**src/hdl/htb_ram.sv**
```systemverilog
// Generic simple dual-port RAM with registered read.
`default_nettype none

module htb_ram #(
  parameter int unsigned WIDTH = 8,
  parameter int unsigned DEPTH = 16
) (
  input  wire logic                     clk_i,
  input  wire logic                     wr_en_i,
  input  wire logic [$clog2(DEPTH)-1:0] wr_addr_i,
  input  wire logic [WIDTH-1:0]         wr_data_i,
  input  wire logic [$clog2(DEPTH)-1:0] rd_addr_i,
  output logic      [WIDTH-1:0]         rd_data_o
);

  logic [WIDTH-1:0] mem [DEPTH];

  // Write port
  always_ff @(posedge clk_i) begin
    if (wr_en_i) begin
      mem[wr_addr_i] <= wr_data_i;
    end
  end

  // Registered read port
  always_ff @(posedge clk_i) begin
    rd_data_o <= mem[rd_addr_i];
  end

endmodule

`default_nettype wire

```
**config.mk**
```make
export PLATFORM = sky130hd
export DESIGN_NAME = htb_ram
export DESIGN_NICKNAME = d
export VERILOG_FILES = /design/src/hdl/htb_ram.sv
export SDC_FILE = /design/constraint.sdc
export NUM_CORES = 1
export LEC_CHECK = 0
export ABC_AREA = 1
export ABC_CLOCK_PERIOD_IN_PS = 1600
export BUFFER_PORTS_ARGS = -buffer_cell sky130_fd_sc_hd__buf_2
export CAP_MARGIN = 0
export CORE_MARGIN = 8
export CORE_UTILIZATION = 60
export DETAILED_ROUTE_END_ITERATION = 10
export PLACE_DENSITY = 0.88
export SETUP_SLACK_MARGIN = 0.1
export SYNTH_ARGS = -nofsm -noshare
export SYNTH_HDL_FRONTEND = slang
export SYNTH_SLANG_ARGS = --single-unit
```
**constraint.sdc**
```tcl
create_clock -name clk_i -period 1.6 [get_ports clk_i]
set_input_delay 0.32 -clock clk_i [delete_from_list [all_inputs] [get_ports clk_i]]
set_output_delay 0.32 -clock clk_i [all_outputs]
set_load 0.01 [all_outputs]
```
==> reports/metrics.yaml, run 1 <==
cells_and_area:
  diodes: 0
  final_cell_mix: "nand2_1, edfxtp_1, inv_1, nand3_1, buf_2"
  layout-drive-gt1-share_pct: 12.50
  layout_commonest_cell: "nand2_1"
  syn_to_final_growth_pct: 16.58
  layout.nets: 613
  fin_cells: 737
  multi_input_area_um2: 1214
  regArea_um2: 4004
  fill_cells: 569
worst_setup_path:
  cp-start-kind: "register"
  end_kind: "output port"
  crit_chain: "buf_2"
  crit_arrival_ps: 1050
  cp_slowest_cell: "dfxtp_1"
  critPathMaxStageDelay_ps: 380
  cp.buffers_inverters: 1
  critPathKind: "reg -> out"
  worstPathMaxFanout: 1
  cp.required_ps: 1280
  regToRegSetupSlack_ps: 430
  crit_family: "flip-flops"
yosys:
  synth_nets: 569
  synth.area.top_cells: "edfxtp_1, nand2_1, nand3_1, inv_1, dfxtp_1"
  synth_cell_types: 12
  synth_seq_cells: 136
  synthesis.area_um2: 5767
  syn_area_per_cell_um2: 10.47
  syn_inst: 551
  synth_top_cell_area_share_pct: 66.65
  synth_area_leader_cell: "edfxtp_1"
  yosys_warnings: 0
  ys_seq_area_share_pct: 69.43
run:
  drv_cap: 0
die:
  start_util_pct: 62.12
  die_y_um: 114.0
  core_area_um2: 9284
  io_pins: 26
  die_w_um: 114.0
  rows: 35
  die_area_um2: 13000
outcome:
  status: "finished clean"
power_and_ir_drop:
  peakVddDrop_mv: 1.075
  power.leakage_nw: 2.955
  powerDensity_nw_per_um2: 1277
global_route:
  grt_first_pass_wirelength_um: 22200
  grt_max_degree: 65
  grt_pass1_vias: 4106
  grt_overflow_total: 0
  grt_use_total_pct: 22.74
  antenna_found_initial: 0
hold_path:
  hold_path_class: "in -> reg"
timing:
  hold_viol_final: 0
  rsz0062_at_grt: "false"
  finalSetupViolCount: 0
  finalMaxSlewViolations: 0
  max_slew_margin_pct: 78.47
  period_share_pct: 85.82
  worst_slew_pin_slew_ps: 322.6
  period_needed_ps: 1373
  fin_setup_tns_ps: 0
  finalClockSkew_ps: 9.297
  max_freq_mhz: 728.3
clocking:
  post_cts.repair.setup_buffers: 0
  cts_buffer_depth: 2
  clkSlewWorstSetupHoldPaths_ps: 60
  cts_hold_buf: 0
  cts_max_level: 4
  cts_root_buf: "clkbuf_8"
  cts_resized: 0
  cts.sinks: 136
  cts_buffers: 17
  cts_tree: "done"
  clock_latency_ps: 510
routing:
  drc: 0
  vias: 4186
  viasPerCell: 5.680
  dr.pass1.iters: 6
  routed_wl_um: 14300
  ant_nets: 0
  drtIter0Drc: 603
  wl_per_cell_um: 19.40
placed_design:
  hpwlAfterDp_um: 7805
  gp_congestion: 0.8331
  port_buffers: 25
  dp_cells: 705
-- cell families after synthesis --
group / synth area share (%)
buffers and inverters: 9.525
flip-flops: 69.43
AND/OR/NAND/NOR: 21.05
-- Yosys cell counts (all sizes together) --
cell    number
dfxtp        8
inv        102
nand2      173
nor2        17
nand3       97
edfxtp     128
nand3b       2
buf         24
-- flip-flops by register name, indices dropped and copies added (netlist names) --
name,cells
rd_data_o,8
mem,128
-- final timing paths --
check                 end  depth (start not counted)         start
min reg2reg  rd_data_o[6]                          6     mem[2][6]
min          rd_data_o[2]                          3  rd_addr_i[3]
max          rd_data_o[3]                          1  rd_data_o[3]
max reg2reg  rd_data_o[4]                          6    mem[11][4]
-- layout make-up --
type	count	share of cell area [%]
Sequential cell	136	59.56
Inverter	102	5.695
Tap cell	129	2.401
Clock buffer	20	6.328
Clock inverter	12	2.680
Timing Repair Buffer	49	5.286
Multi-Input combinational cell	289	18.05
-- layer usage --
| layer | track usage (%) | wire, um | vias up |
|---|---|---|---|
| met5 | 0 | 0 | - |
| met4 | 10.91 | 687 | 0 |
| met3 | 4.807 | 1591 | 67 |
| met2 | 39.16 | 7132 | 335 |
| met1 | 26.55 | 4890 | 1923 |
| li1 | - | - | 1861 |
-- power breakdown --
part | total (mW) | switching, mW | internal [mW]
registers | 4.01 | 0.0284 | 3.98
logic | 0.522 | 0.365 | 0.157
clock network | 4.05 | 1.40 | 2.66
total | 8.59 | 1.79 | 6.80
-- through the flow --
step	worst slack (ps)	cell area, um^2	util, %	power, mW	hold slack (ps)
2_1_floorplan	329.2	5767	-	4.368	418.9
3_3_place_gp	292.7	6117	65.89	4.547	640.1
3_5_place_dp	255.3	6117	65.89	4.570	655.7
4_1_cts	220.5	6723	72.41	8.568	171.5
5_1_grt	209.5	6723	72.41	8.765	185.3
6_report	226.9	6723	72.41	8.587	189.4
(Power assumes the default switching activity.)
==> run 2: changes to the inputs <==
--- a/config.mk
+++ b/config.mk
@@ -10,9 +10,9 @@
 export BUFFER_PORTS_ARGS = -buffer_cell sky130_fd_sc_hd__buf_2
 export CAP_MARGIN = 0
 export CORE_MARGIN = 8
-export CORE_UTILIZATION = 60
+export CORE_UTILIZATION = 25
 export DETAILED_ROUTE_END_ITERATION = 10
-export PLACE_DENSITY = 0.88
+export PLACE_DENSITY = 0.49
 export SETUP_SLACK_MARGIN = 0.1
 export SYNTH_ARGS = -nofsm -noshare
 export SYNTH_HDL_FRONTEND = slang
==> run 2 against run 1 <==
  * Total power shrank 3.2%
  * Combinational power barely moved
  * Count of clock-buffer cells in the layout increased by 4
  * Via count is 10% lower
  * Cell count rose by 22%
  * First-iteration DRC count fell by 29%
  * Setup slack gained 130 ps
  * Non-clock buffer count increased by 4
  * Hold slack improved by 120 ps
  * Sequential share of layout area decreased by 1.8 points
  * Critical endpoint is now rd_data_o[5]
  * Largest power group is now sequential cells
==> reports/metrics.yaml, run 2 (synthesis results as in run 1) <==
global_route:
  grt_overflow_total: 0  # unchanged
  grt_pass1_vias: 3606  # was 4106
  antenna_found_initial: 0  # unchanged
  grt_use_total_pct: 10.18  # was 22.74%
  grt_first_pass_wirelength_um: 21370  # was 22200 um
  grt_max_degree: 49  # was 65
clocking:
  cts_buffers: 17  # unchanged
  cts_tree: "done"  # unchanged
  cts_max_level: 4  # unchanged
  cts_hold_buf: 0  # unchanged
  cts_root_buf: "clkbuf_16"  # was clkbuf_8
  cts.sinks: 136  # unchanged
  clock_latency_ps: 410  # was 510 ps
  cts_resized: 0  # unchanged
  post_cts.repair.setup_buffers: 0  # unchanged
  cts_buffer_depth: 2  # unchanged
  clkSlewWorstSetupHoldPaths_ps: 60  # about the same
timing:
  finalClockSkew_ps: 5.115  # was 9.297 ps
  max_freq_mhz: 806.0  # was 728.3 MHz
  finalSetupViolCount: 0  # unchanged
  hold_viol_final: 0  # unchanged
  max_slew_margin_pct: 75.51  # was 78.47%
  rsz0062_at_grt: "false"  # unchanged
  worst_slew_pin_slew_ps: 367.3  # was 322.6 ps
  period_needed_ps: 1241  # was 1373 ps
  fin_setup_tns_ps: 0  # unchanged
  period_share_pct: 77.54  # was 85.82%
  finalMaxSlewViolations: 0  # unchanged
cells_and_area:
  top_register: "mem"  # unchanged
  syn_to_final_growth_pct: 20.31  # was 16.58%
  largest_reg_flops: 128  # unchanged
  largestRegisters: "mem (128), rd_data_o (8)"  # unchanged
  layout.nets: 617  # was 613
  layout_commonest_cell: "nand2_1"  # unchanged
  layout-drive-gt1-share_pct: 13.40  # was 12.50%
  diodes: 0  # unchanged
  final_cell_mix: "nand2_1, edfxtp_1, inv_1, nand3_1, buf_2"  # unchanged
  final_util_pct: 30.64  # was 72.41%
routing:
  routed.top_layer: "met4"  # unchanged
  vias: 3750  # was 4186
  wl_per_cell_um: 15.39  # was 19.40 um
  drtIter0Drc: 428  # was 603
  wl_met1_um: 6353  # was 4890 um
  met3_length_um: 651  # was 1591 um
  routed_wl_um: 13810  # was 14300 um
  viasPerCell: 4.181  # was 5.680
  dr.pass1.iters: 5  # was 6
  ant_nets: 0  # unchanged
  met2_length_um: 6433  # was 7132 um
  drc: 0  # unchanged
die:
  io_pins: 26  # unchanged
  die_y_um: 167.9  # was 114.0 um
  start_util_pct: 25.47  # was 62.12%
  rows: 55  # was 35
  die_w_um: 167.9  # was 114.0 um
  core_area_um2: 22640  # was 9284 um^2
  die_area_um2: 28180  # was 13000 um^2
power_and_ir_drop:
  peakVddDrop_mv: 0.7203  # was 1.075 mV
  pwr-share-clk_pct: 45.5  # was 47.2%
  switching_power_mw: 1.793  # was 1.788 mW
  p_comb_share_pct: 6.3  # was 6.1%
  power.leakage_nw: 2.963  # was 2.955 nW
  swShare_pct: 21.57  # was 20.82%
  powerDensity_nw_per_um2: 1198  # was 1277 nW/um^2
  pwr-share-seq_pct: 48.2  # was 46.7%
  intPower_mw: 6.521  # was 6.799 mW
worst_setup_path:
  worstPathMaxFanout: 1  # unchanged
  cp.required_ps: 1280  # about the same
  critPathKind: "reg -> out"  # unchanged
  end_kind: "output port"  # unchanged
  crit_family: "flip-flops"  # unchanged
  crit_arrival_ps: 920  # was 1050 ps
  cp.buffers_inverters: 1  # unchanged
  cp_slowest_cell: "dfxtp_1"  # unchanged
  cp-start-kind: "register"  # unchanged
  critPathMaxStageDelay_ps: 350  # was 380 ps
  crit_chain: "buf_2"  # unchanged
placed_design:
  gp_congestion: 0.7483  # was 0.8331
  port_buffers: 25  # unchanged
  hpwlAfterDp_um: 8514  # was 7805 um
run:
  drv_cap: 0  # unchanged
hold_path:
  hold_path_class: "in -> reg"  # unchanged
outcome:
  status: "finished clean"  # unchanged
-- run 2: layer usage --
layer / vias to the layer above / track usage, %
met4: 0 / 4.697
li1: 1868 / -
met1: 1787 / 13.19
met5: - / 0
met3: 22 / 2.432
met2: 73 / 15.85
-- run 2: area by class of cell --
class,instances,area [um^2]
inverter,102,382.9
timing repair buffer,53,410.4
clock inverter,8,98.84
clock buffer,24,471.7
tap,285,356.6
multi-input combinational,289,1214
sequential,136,4004
fill,2315,15700
-- run 2: power groups by stage --
stage	clock network (mW)	registers (mW)	logic, mW
after global placement	0	4.08	0.532
after floorplan	0	4.09	0.281
final	3.79	4.01	0.522
after global routing	4.01	4.01	0.586
after detailed placement	0	4.08	0.536
after CTS	3.85	4.01	0.537
-- run 2: metrics by stage --
stage	setup WS (ps)	instances	power, mW	instance area, um^2	hold slack, ps
6_report	359.3	897	8.314	6938	309.4
3_5_place_dp	140.6	865	4.618	6367	640.9
5_1_grt	307.7	897	8.604	6938	310.1
2_1_floorplan	329.2	551	4.368	5767	418.9
3_3_place_gp	153.5	865	4.615	6367	639.9
4_1_cts	325.0	897	8.391	6938	300.8
-- run 2: path summary, 6_finish.rpt --
path | slack, ps | endpoint | cells after the start | start
setup reg to reg | 550 | rd_data_o[4] | 6 | mem[3][4]
setup / recovery | 360 | rd_data_o[5] | 1 | rd_data_o[5]
hold reg to reg | 650 | rd_data_o[1] | 6 | mem[12][1]
hold / removal | 310 | mem[1][1] | 1 | wr_data_i[1]
